## config.mk

```make
export PLATFORM = sky130hd
export DESIGN_NAME = json_string_escaper_utf8
export DESIGN_NICKNAME = d
export VERILOG_FILES = /design/src/sv/jse_pkg.sv /design/src/sv/jse_front.sv /design/src/sv/jse_queue.sv /design/src/sv/jse_back.sv /design/src/sv/json_string_escaper_utf8.sv
export SDC_FILE = /design/constraint.sdc
export NUM_CORES = 1
export LEC_CHECK = 0
export ABC_AREA = 1
export BUFFER_PORTS_ARGS = -buffer_cell sky130_fd_sc_hd__buf_2
export CORE_MARGIN = 8
export CORE_UTILIZATION = 58
export CTS_BUF_LIST = sky130_fd_sc_hd__clkbuf_2 sky130_fd_sc_hd__clkbuf_4 sky130_fd_sc_hd__clkbuf_8
export CTS_CLUSTER_DIAMETER = 120
export DETAILED_ROUTE_END_ITERATION = 10
export PLACE_DENSITY_LB_ADDON = 0.25
export RECOVER_POWER = 100
export SYNTH_ARGS = -nofsm -noshare
export SYNTH_HDL_FRONTEND = slang
export SYNTH_HIERARCHICAL = 1
export SYNTH_SLANG_ARGS = --single-unit
```

## constraint.sdc

```tcl
create_clock -name aclk -period 4.7 [get_ports aclk]
set_input_delay 1.41 -clock aclk [delete_from_list [all_inputs] [get_ports aclk]]
set_output_delay 1.41 -clock aclk [all_outputs]
set_load 0.02 [all_outputs]
```

## src/sv/jse_pkg.sv

```systemverilog
`timescale 1ns / 1ps

package jse_pkg;

    // Token queue between decoder and expander; depth must be a power of two
    localparam int unsigned Q_DEPTH = 4;
    localparam int unsigned Q_PTR_W = $clog2(Q_DEPTH);
    localparam int unsigned Q_CNT_W = $clog2(Q_DEPTH + 1);

    // Capacity register value after reset
    localparam logic [15:0] CAP_RESET = 16'hffff;

    // Characters
    localparam logic [7:0] CH_BSL   = 8'h5c;
    localparam logic [7:0] CH_QUOT  = 8'h22;
    localparam logic [7:0] CH_U     = 8'h75;
    localparam logic [7:0] CH_B     = 8'h62;
    localparam logic [7:0] CH_F     = 8'h66;
    localparam logic [7:0] CH_N     = 8'h6e;
    localparam logic [7:0] CH_R     = 8'h72;
    localparam logic [7:0] CH_T     = 8'h74;
    localparam logic [7:0] CH_NUL   = 8'h00;
    localparam logic [7:0] CTL_BS   = 8'h08;
    localparam logic [7:0] CTL_FF   = 8'h0c;
    localparam logic [7:0] CTL_LF   = 8'h0a;
    localparam logic [7:0] CTL_CR   = 8'h0d;
    localparam logic [7:0] CTL_TAB  = 8'h09;
    localparam logic [7:0] CTL_LAST = 8'h1f;

    // UTF-8 limits
    localparam logic [15:0] CP_REPL   = 16'hfffd;
    localparam logic [20:0] CP_MAX    = 21'h10ffff;
    localparam logic [20:0] CP_BMPMAX = 21'h00ffff;
    localparam logic [20:0] CP_SUPP   = 21'h010000;
    localparam logic [15:0] SUR_HI    = 16'hd800;
    localparam logic [15:0] SUR_LO    = 16'hdc00;

    // Output token kinds
    typedef enum logic [2:0] {
        TK_LIT  = 3'd0,   // one literal character
        TK_ESC  = 3'd1,   // backslash plus one character
        TK_U4   = 3'd2,   // \uxxxx
        TK_PAIR = 3'd3,   // \uxxxx\uxxxx surrogate pair
        TK_END  = 3'd4    // string terminator
    } tok_kind_t;

    // data[15:0]: char or code unit; data[31:16]: high surrogate of a pair
    typedef struct packed {
        tok_kind_t   kind;
        logic [31:0] data;
    } tok_t;

    function automatic logic [7:0] hex_char(input logic [3:0] nib);
        logic [7:0] ext;
        ext = {4'h0, nib};
        return (nib < 4'd10) ? (8'h30 + ext) : (8'h57 + ext);
    endfunction

    function automatic logic is_cont(input logic [7:0] b);
        return b[7:6] == 2'b10;
    endfunction

endpackage

```

## src/sv/jse_front.sv

```systemverilog
`timescale 1ns / 1ps

module jse_front (
    input  logic          aclk,
    input  logic          aresetn,
    input  logic          s_valid,
    output logic          s_ready,
    input  logic [7:0]    s_in_byte,
    output logic          tok_valid,
    input  logic          tok_ready,
    output jse_pkg::tok_t tok
);

    // Lookahead buffer: up to one full UTF-8 sequence
    logic [7:0] buf_reg  [4];
    logic [7:0] buf_next [4];
    logic [2:0] cnt_reg, cnt_next;
    logic       end_reg, end_next;

    logic [7:0]  c1, c2, c3, c4;
    logic [1:0]  need;
    logic        step_valid;
    logic [2:0]  used;
    logic [20:0] cp3;
    logic [20:0] w;
    logic        fire;
    logic [2:0]  used_eff;
    logic [2:0]  n_after;
    logic [31:0] word, shifted;
    logic        accept;

    assign c1  = buf_reg[0];
    assign c2  = buf_reg[1];
    assign c3  = buf_reg[2];
    assign c4  = buf_reg[3];
    assign cp3 = {c1[2:0], c2[5:0], c3[5:0], c4[5:0]};
    assign w   = cp3 - jse_pkg::CP_SUPP;

    // Sequence length from the lead byte
    always_comb begin
        if (c1[7:5] == 3'b110) begin
            need = 2'd1;
        end else if (c1[7:4] == 4'b1110) begin
            need = 2'd2;
        end else if (c1[7:3] == 5'b11110) begin
            need = 2'd3;
        end else begin
            need = 2'd0;
        end
    end

    // Judge the head of the buffer: one token per cycle while the queue takes it and the head is complete
    always_comb begin
        step_valid = 1'b0;
        used       = 3'd0;
        tok.kind   = jse_pkg::TK_LIT;
        tok.data   = '0;
        if (cnt_reg == 3'd0) begin
            if (end_reg) begin
                step_valid = 1'b1;
                tok.kind   = jse_pkg::TK_END;
            end
        end else if (!c1[7]) begin
            step_valid = 1'b1;
            used       = 3'd1;
            tok.kind   = jse_pkg::TK_ESC;
            case (c1)
                jse_pkg::CH_BSL:  tok.data = {24'h0, jse_pkg::CH_BSL};
                jse_pkg::CH_QUOT: tok.data = {24'h0, jse_pkg::CH_QUOT};
                jse_pkg::CTL_BS:  tok.data = {24'h0, jse_pkg::CH_B};
                jse_pkg::CTL_FF:  tok.data = {24'h0, jse_pkg::CH_F};
                jse_pkg::CTL_LF:  tok.data = {24'h0, jse_pkg::CH_N};
                jse_pkg::CTL_CR:  tok.data = {24'h0, jse_pkg::CH_R};
                jse_pkg::CTL_TAB: tok.data = {24'h0, jse_pkg::CH_T};
                default: begin
                    tok.kind = (c1 > jse_pkg::CTL_LAST) ? jse_pkg::TK_LIT : jse_pkg::TK_U4;
                    tok.data = {24'h0, c1};
                end
            endcase
        end else if (need != 2'd0 && cnt_reg <= {1'b0, need} && !end_reg) begin
            // incomplete sequence: wait for more bytes
            step_valid = 1'b0;
        end else begin
            step_valid = 1'b1;
            used       = 3'd1;
            tok.kind   = jse_pkg::TK_U4;
            tok.data   = {16'h0, jse_pkg::CP_REPL};
            if (need == 2'd1 && cnt_reg >= 3'd2 && c1 >= 8'hc2 && jse_pkg::is_cont(c2)) begin
                used     = 3'd2;
                tok.data = {21'h0, c1[4:0], c2[5:0]};
            end else if (need == 2'd2 && cnt_reg >= 3'd3
                         && (c1 != 8'he0 || c2 >= 8'ha0)
                         && (c1 != 8'hed || c2 <= 8'h9f)
                         && jse_pkg::is_cont(c2) && jse_pkg::is_cont(c3)) begin
                used     = 3'd3;
                tok.data = {16'h0, c1[3:0], c2[5:0], c3[5:0]};
            end else if (need == 2'd3 && cnt_reg == 3'd4
                         && (c1 != 8'hf0 || c2 >= 8'h90) && c1 <= 8'hf4
                         && jse_pkg::is_cont(c2) && jse_pkg::is_cont(c3)
                         && jse_pkg::is_cont(c4) && cp3 <= jse_pkg::CP_MAX) begin
                used = 3'd4;
                if (cp3 <= jse_pkg::CP_BMPMAX) begin
                    tok.data = {16'h0, cp3[15:0]};
                end else begin
                    tok.kind = jse_pkg::TK_PAIR;
                    tok.data = {jse_pkg::SUR_HI | {6'h0, w[19:10]},
                                jse_pkg::SUR_LO | {6'h0, w[9:0]}};
                end
            end
        end
    end

    assign tok_valid = step_valid;
    assign fire      = step_valid && tok_ready;
    assign used_eff  = fire ? used : 3'd0;
    assign n_after   = cnt_reg - used_eff;

    // Take a byte whenever a slot is free after this cycle's step and no terminator is pending
    assign s_ready = aresetn && !end_reg && (n_after != 3'd4);
    assign accept  = s_valid && s_ready;

    assign word    = {buf_reg[3], buf_reg[2], buf_reg[1], buf_reg[0]};
    assign shifted = word >> {used_eff, 3'b000};

    always_comb begin
        for (int k = 0; k < 4; k++) begin
            buf_next[k] = shifted[8*k +: 8];
            if (accept && s_in_byte != 8'h00 && n_after == 3'(k)) begin
                buf_next[k] = s_in_byte;
            end
        end
        cnt_next = n_after;
        end_next = end_reg;
        if (fire && tok.kind == jse_pkg::TK_END) begin
            end_next = 1'b0;
        end
        if (accept) begin
            if (s_in_byte == 8'h00) begin
                end_next = 1'b1;
            end else begin
                cnt_next = n_after + 3'd1;
            end
        end
    end

    always_ff @(posedge aclk) begin
        if (!aresetn) begin
            cnt_reg <= 3'd0;
            end_reg <= 1'b0;
        end else begin
            cnt_reg <= cnt_next;
            end_reg <= end_next;
        end
    end

    always_ff @(posedge aclk) begin
        for (int k = 0; k < 4; k++) begin
            buf_reg[k] <= buf_next[k];
        end
    end

endmodule

```

## src/sv/jse_queue.sv

```systemverilog
`timescale 1ns / 1ps

module jse_queue (
    input  logic          aclk,
    input  logic          aresetn,
    input  logic          in_valid,
    output logic          in_ready,
    input  jse_pkg::tok_t in_tok,
    output logic          out_valid,
    input  logic          out_ready,
    output jse_pkg::tok_t out_tok
);

    jse_pkg::tok_t                 mem_reg [jse_pkg::Q_DEPTH];
    logic [jse_pkg::Q_PTR_W-1:0]   wr_ptr_reg, rd_ptr_reg;
    logic [jse_pkg::Q_CNT_W-1:0]   cnt_reg, cnt_next;
    logic                          push, pop;

    assign in_ready  = cnt_reg != jse_pkg::Q_CNT_W'(jse_pkg::Q_DEPTH);
    assign out_valid = cnt_reg != '0;
    assign out_tok   = mem_reg[rd_ptr_reg];
    assign push      = in_valid && in_ready;
    assign pop       = out_valid && out_ready;

    always_comb begin
        cnt_next = cnt_reg;
        if (push && !pop) begin
            cnt_next = cnt_reg + 1'b1;
        end else if (pop && !push) begin
            cnt_next = cnt_reg - 1'b1;
        end
    end

    // Pointers wrap naturally (power-of-two depth)
    always_ff @(posedge aclk) begin
        if (!aresetn) begin
            wr_ptr_reg <= '0;
            rd_ptr_reg <= '0;
            cnt_reg    <= '0;
        end else begin
            cnt_reg <= cnt_next;
            if (push) begin
                wr_ptr_reg <= wr_ptr_reg + 1'b1;
            end
            if (pop) begin
                rd_ptr_reg <= rd_ptr_reg + 1'b1;
            end
        end
    end

    always_ff @(posedge aclk) begin
        if (push) begin
            mem_reg[wr_ptr_reg] <= in_tok;
        end
    end

endmodule

```

## src/sv/jse_back.sv

```systemverilog
`timescale 1ns / 1ps

module jse_back (
    input  logic          aclk,
    input  logic          aresetn,
    input  logic [15:0]   out_capacity,
    input  logic          tok_valid,
    output logic          tok_ready,
    input  jse_pkg::tok_t tok,
    output logic          m_valid,
    input  logic          m_ready,
    output logic [7:0]    m_out_char,
    output logic          m_done_res,
    output logic          m_overflow,
    output logic [15:0]   m_total_length
);

    logic [3:0]  idx_reg, idx_next;
    logic [15:0] written_reg, written_next;
    logic        aborted_reg, aborted_next;

    logic        m_valid_reg, m_valid_next;
    logic [7:0]  m_out_char_reg, m_out_char_next;
    logic        m_done_res_reg, m_done_res_next;
    logic        m_overflow_reg, m_overflow_next;
    logic [15:0] m_total_length_reg, m_total_length_next;

    logic        can_out, room, load, is_last, second_half;
    logic [3:0]  last_idx, sub;
    logic [15:0] val;
    logic [3:0]  nib;
    logic [7:0]  ch;

    assign can_out = !m_valid_reg || m_ready;
    assign room    = written_reg < out_capacity;

    // Index of the last character of each token
    always_comb begin
        case (tok.kind)
            jse_pkg::TK_LIT:  last_idx = 4'd0;
            jse_pkg::TK_ESC:  last_idx = 4'd1;
            jse_pkg::TK_U4:   last_idx = 4'd5;
            jse_pkg::TK_PAIR: last_idx = 4'd11;
            default:          last_idx = 4'd0;
        endcase
    end
    assign is_last = idx_reg == last_idx;

    // Pick the current character of the token
    assign second_half = (tok.kind == jse_pkg::TK_PAIR) && (idx_reg >= 4'd6);
    assign sub = second_half ? (idx_reg - 4'd6) : idx_reg;
    assign val = (tok.kind == jse_pkg::TK_PAIR && !second_half) ? tok.data[31:16]
                                                                 : tok.data[15:0];
    always_comb begin
        case (sub[2:0])
            3'd2:    nib = val[15:12];
            3'd3:    nib = val[11:8];
            3'd4:    nib = val[7:4];
            default: nib = val[3:0];
        endcase
    end

    always_comb begin
        case (tok.kind)
            jse_pkg::TK_LIT: ch = tok.data[7:0];
            jse_pkg::TK_ESC: ch = (idx_reg == 4'd0) ? jse_pkg::CH_BSL : tok.data[7:0];
            jse_pkg::TK_U4, jse_pkg::TK_PAIR: begin
                if (sub == 4'd0) begin
                    ch = jse_pkg::CH_BSL;
                end else if (sub == 4'd1) begin
                    ch = jse_pkg::CH_U;
                end else begin
                    ch = jse_pkg::hex_char(nib);
                end
            end
            default: ch = jse_pkg::CH_NUL;
        endcase
    end

    // Expansion, capacity check and abort handling
    always_comb begin
        idx_next            = idx_reg;
        written_next        = written_reg;
        aborted_next        = aborted_reg;
        tok_ready           = 1'b0;
        load                = 1'b0;
        m_out_char_next     = m_out_char_reg;
        m_done_res_next     = m_done_res_reg;
        m_overflow_next     = m_overflow_reg;
        m_total_length_next = m_total_length_reg;
        if (tok_valid) begin
            if (aborted_reg) begin
                // drop everything up to the terminator
                tok_ready = 1'b1;
                idx_next  = 4'd0;
                if (tok.kind == jse_pkg::TK_END) begin
                    aborted_next = 1'b0;
                end
            end else if (can_out) begin
                load = 1'b1;
                if (tok.kind == jse_pkg::TK_END) begin
                    tok_ready       = 1'b1;
                    idx_next        = 4'd0;
                    written_next    = 16'd0;
                    m_out_char_next = jse_pkg::CH_NUL;
                    m_done_res_next = 1'b1;
                    m_overflow_next = !room;
                    m_total_length_next = room ? (written_reg + 16'd1) : 16'd0;
                end else if (room) begin
                    written_next        = written_reg + 16'd1;
                    m_out_char_next     = ch;
                    m_done_res_next     = 1'b0;
                    m_overflow_next     = 1'b0;
                    m_total_length_next = 16'd0;
                    if (is_last) begin
                        tok_ready = 1'b1;
                        idx_next  = 4'd0;
                    end else begin
                        idx_next = idx_reg + 4'd1;
                    end
                end else begin
                    tok_ready           = 1'b1;
                    idx_next            = 4'd0;
                    written_next        = 16'd0;
                    aborted_next        = 1'b1;
                    m_out_char_next     = jse_pkg::CH_NUL;
                    m_done_res_next     = 1'b1;
                    m_overflow_next     = 1'b1;
                    m_total_length_next = 16'd0;
                end
            end
        end
        m_valid_next = load ? 1'b1 : (m_ready ? 1'b0 : m_valid_reg);
    end

    always_ff @(posedge aclk) begin
        if (!aresetn) begin
            idx_reg     <= 4'd0;
            written_reg <= 16'd0;
            aborted_reg <= 1'b0;
            m_valid_reg <= 1'b0;
        end else begin
            idx_reg     <= idx_next;
            written_reg <= written_next;
            aborted_reg <= aborted_next;
            m_valid_reg <= m_valid_next;
        end
    end

    always_ff @(posedge aclk) begin
        m_out_char_reg     <= m_out_char_next;
        m_done_res_reg     <= m_done_res_next;
        m_overflow_reg     <= m_overflow_next;
        m_total_length_reg <= m_total_length_next;
    end

    assign m_valid        = m_valid_reg;
    assign m_out_char     = m_out_char_reg;
    assign m_done_res     = m_done_res_reg;
    assign m_overflow     = m_overflow_reg;
    assign m_total_length = m_total_length_reg;

endmodule

```

## src/sv/json_string_escaper_utf8.sv

```systemverilog
`timescale 1ns / 1ps

// JSON string escaper with UTF-8 validation. Bytes of a string enter on the
// s_ channel (0 ends the string); the escaped text leaves one character per
// transaction on the m_ channel, closed by a NUL that carries done and the
// total length, or by a single overflow result once out_capacity would be
// exceeded (the rest of that string is then dropped up to its terminator).
// The decoder judges one character or one UTF-8 sequence per cycle while
// the 4-entry token queue it feeds has room; the expander writes one output
// character per cycle while m_ready does not stall it. Plain ASCII therefore
// streams at one byte per cycle without stalls; a byte or sequence that
// becomes an escape expands to 2, 6 or 12 characters, and input stalls once
// the queue is full. A terminator token follows the bytes still held.
module json_string_escaper_utf8 (
    input  logic        aclk,
    input  logic        aresetn,
    input  logic        cfg_wr_en,
    input  logic [15:0] cfg_wr_data,
    input  logic        s_valid,
    output logic        s_ready,
    input  logic [7:0]  s_in_byte,
    output logic        m_valid,
    input  logic        m_ready,
    output logic [7:0]  m_out_char,
    output logic        m_done_res,
    output logic        m_overflow,
    output logic [15:0] m_total_length
);

    logic [15:0]   out_capacity_reg;
    logic          f_tok_valid, f_tok_ready;
    jse_pkg::tok_t f_tok;
    logic          b_tok_valid, b_tok_ready;
    jse_pkg::tok_t b_tok;

    // Capacity register
    always_ff @(posedge aclk) begin
        if (!aresetn) begin
            out_capacity_reg <= jse_pkg::CAP_RESET;
        end else if (cfg_wr_en) begin
            out_capacity_reg <= cfg_wr_data;
        end
    end

    jse_front u_front (
        .aclk      (aclk),
        .aresetn   (aresetn),
        .s_valid   (s_valid),
        .s_ready   (s_ready),
        .s_in_byte (s_in_byte),
        .tok_valid (f_tok_valid),
        .tok_ready (f_tok_ready),
        .tok       (f_tok)
    );

    jse_queue u_queue (
        .aclk      (aclk),
        .aresetn   (aresetn),
        .in_valid  (f_tok_valid),
        .in_ready  (f_tok_ready),
        .in_tok    (f_tok),
        .out_valid (b_tok_valid),
        .out_ready (b_tok_ready),
        .out_tok   (b_tok)
    );

    jse_back u_back (
        .aclk           (aclk),
        .aresetn        (aresetn),
        .out_capacity   (out_capacity_reg),
        .tok_valid      (b_tok_valid),
        .tok_ready      (b_tok_ready),
        .tok            (b_tok),
        .m_valid        (m_valid),
        .m_ready        (m_ready),
        .m_out_char     (m_out_char),
        .m_done_res     (m_done_res),
        .m_overflow     (m_overflow),
        .m_total_length (m_total_length)
    );

endmodule

```

==> results.md <==
- Layout cells sized above 1: between 10% and 20%
- Die X: between 150 and 200 um
- Max-cap violations: 1
- CP required: around 3.3 ns
- Setup ws final: -0.2010 ns
- Period minus WS final: slightly below 5 ns
- Finished Cell Area: around 15000 um^2
- Slew HR: -1.946%
- Seq cells post-synth: 249
- Number of library cell types mapped by synthesis: 56
- PD cells: ~660 nW/um^2
- Fin. Hold Viols: 0
- Die Span Y: 168.7 um
- Ys flop type: edfxtp_1
- Placed cell area: approximately 14000 um^2
- Synth area leader: edfxtp_1
- Worst R2R Start: u_front/buf_reg[0][3]
- Worst VDD drop: 347.4 uV
- CP endpoint kind: primary output
- Fin crit share: 104.3%
- Routed wire per std cell: roughly 17 um
- Worst-path clk slew: 0.06 ns
- Synth warnings: 6
- Top-area cell type share of the netlist area: 40.40%
- Critical Path AT: ~3.5 ns
- Status: complete, but fails checks
- GR Util All Layers: 23.80%
- DRT iter0 DRCs: approximately 1100
- Worst setup path class: flip-flop to primary output
- Synth async-reset ratio: 0%
- Fmax: 204.0 MHz
- CORE AREA: 23190 um^2
- Largest net degree at the start of global routing: approximately 60
- Drt via density: between 5 and 6
- Clock skew: ~0.032 ns
- Top Ports: 57
- Slew @ Worst Pin: approximately 1.5 ns
- Failing checks: max-capacitance violations, max-slew violations, negative setup slack
- Most frequent cells in the layout: 325 x nand2_1, 191 x nor2_1, 182 x edfxtp_1
- Post-synth EDFFs: approximately 180
- Worst hold slack: 0.4598 ns
- Buffer levels on the longest clock path: 3
- DP Wirelength: ~23 mm
- Clock latency on the worst-skew pair: around 0.58 ns
- Synthesis-to-finish area growth: 12.11%
- Vias in the first global route: roughly 11000
- Setup Viol. Count Final: 1
- Gpl congestion: ~0.97
- Post-Syn Area: 13530 um^2
- GRT Residual Overflow: 0
- Vias: 11420
- Hold_sp: out_capacity_reg[0]
- Clock sink total: between 200 and 250
- R2R setup slack: roughly 0.7 ns
- Initial antenna violation count: 0
- Final #Nets: 1728
- CTS tree: built
- DR DRC count: 0
- Post-Synthesis Cells: around 1600
- CP max FO: 7
- Die ar.: 28470 um^2
- Port-buffer cells: 56
- Slew Limit Fails: 31
- CP Launch Type: flip-flop
- Cts bufs inserted: 43
- Final wirelength: roughly 35 mm
- Leakage power: 0.006201 uW
- Drt first pass iters: 8
- Commonest non-fill, non-tap cell in the layout: nand2_1
- Root Buffer: clkbuf_8
- Synthesized area per cell: about 8.7 um^2
- Dominant cells by area after synthesis: edfxtp_1 40%, dfxtp_1 9.9%, nand2_1 9.1%
- Max reg flops: 140
- Antenna-violating nets left: 0
- Global-route wire length before repair: about 55 mm
- Initial Utilization: 58.33%
- HP Class: flip-flop to flip-flop
- ANT cells: 0
- CTS HTree Levels: 2
- Seq/Total Area, Yosys: between 50% and 60%
- FP Rows: between 50 and 60
- CP startpoint: u_front/buf_reg[0][3]
- Unrepaired setup endpoints after global routing: true
==> metal layers <==
layer | track usage, % | wire length, um
met1 | 30.49 | 14640
met3 | 5.264 | 2849
met4 | 9.783 | 1191
met5 | 0 | 0
met2 | 38.59 | 16170
==> stage by stage <==
stage	setup WS [ns]	instances	util, %	total power, uW	setup TNS, ns
2_1_floorplan	0.05419	1563	-	6487	0
3_5_place_dp	-0.009783	1910	60.77	7775	-0.009783
4_1_cts	-0.2154	1999	65.20	9885	-0.2154
5_1_grt	-0.3734	2009	65.39	10640	-0.3734
3_3_place_gp	0.09213	1910	60.77	7684	0
6_report	-0.2010	2009	65.39	10000	-0.2010
==> repair_timing <==
action,CTS,global route
endpoints found under the setup margin,1,1
gates resized for setup,22,9
buffers inserted,14,10
pin swaps,11,12
gates cloned,0,0
hold buffers,0,0
==> power breakdown <==
part / internal (uW) / total, uW / leakage (uW) / switching (uW)
logic: 1420 / 4540 / 0.00355 / 3120
registers: 3170 / 3530 / 0.00220 / 363
clock network: 1050 / 1920 / 0.000444 / 880
total: 5630 / 10000 / 0.00620 / 4370
==> area by class of cell <==
class / instances / area, um^2
fill: 1931 / 8026
sequential: 249 / 6808
multi-input combinational: 1094 / 5789
timing repair buffer: 118 / 747.0
clock buffer: 57 / 709.4
inverter: 154 / 586.8
tap: 319 / 399.1
clock inverter: 18 / 126.4
==> logic make-up (layout without fill, tap and decap cells) <==
logic type      Yosys count  count (layout)  share of synthesized area, %
buf+inv                 220             347                         7.584
simple gates            776             776                         26.29
flops                   249             249                         50.31
xor+xnor                 11              11                        0.7122
other cells               1               2                       0.02772
fa+ha+maj                39              39                         3.718
compound gates          266             266                         11.36
==> Yosys cell counts (5+ instances only) <==
cell type	count
inv_1	135
buf_4	11
nand2_2	23
o21ai_0	92
nand2_1	329
xor2_1	10
nand3_2	13
o22ai_1	45
buf_2	29
nor2_1	196
o21ai_1	26
nor2_2	6
nor3_1	22
nand3_1	122
dfxtp_1	67
a31oi_1	5
inv_2	13
edfxtp_1	182
nand4_1	34
buf_6	7
o21bai_1	33
clkbuf_1	12
a21oi_1	49
ha_1	37
==> final timing paths <==
check / end / cells after the start
max: s_ready / 19
min reg2reg: out_capacity_reg[0] / 2
min: out_capacity_reg[0] / 2
max reg2reg: u_front/buf_reg[1][2] / 23
==> worst max-delay path, stage by stage, from the launching register on <==
cell	delay, ns
edfxtp_1	0.40
buf_4	0.19
inv_1	0.08
nand2_2	0.09
nand2_1	0.06
ha_1	0.27
nand2_1	0.07
a21oi_2	0.14
nand2_2	0.12
nand4_4	0.11
inv_2	0.06
nand3_4	0.09
inv_4	0.04
ha_4	0.14
fa_2	0.58
ha_4	0.16
nand3_4	0.08
nand2_2	0.07
inv_2	0.04
buf_6	0.12
No activity file was read; power rests on OpenSTA's default activity.
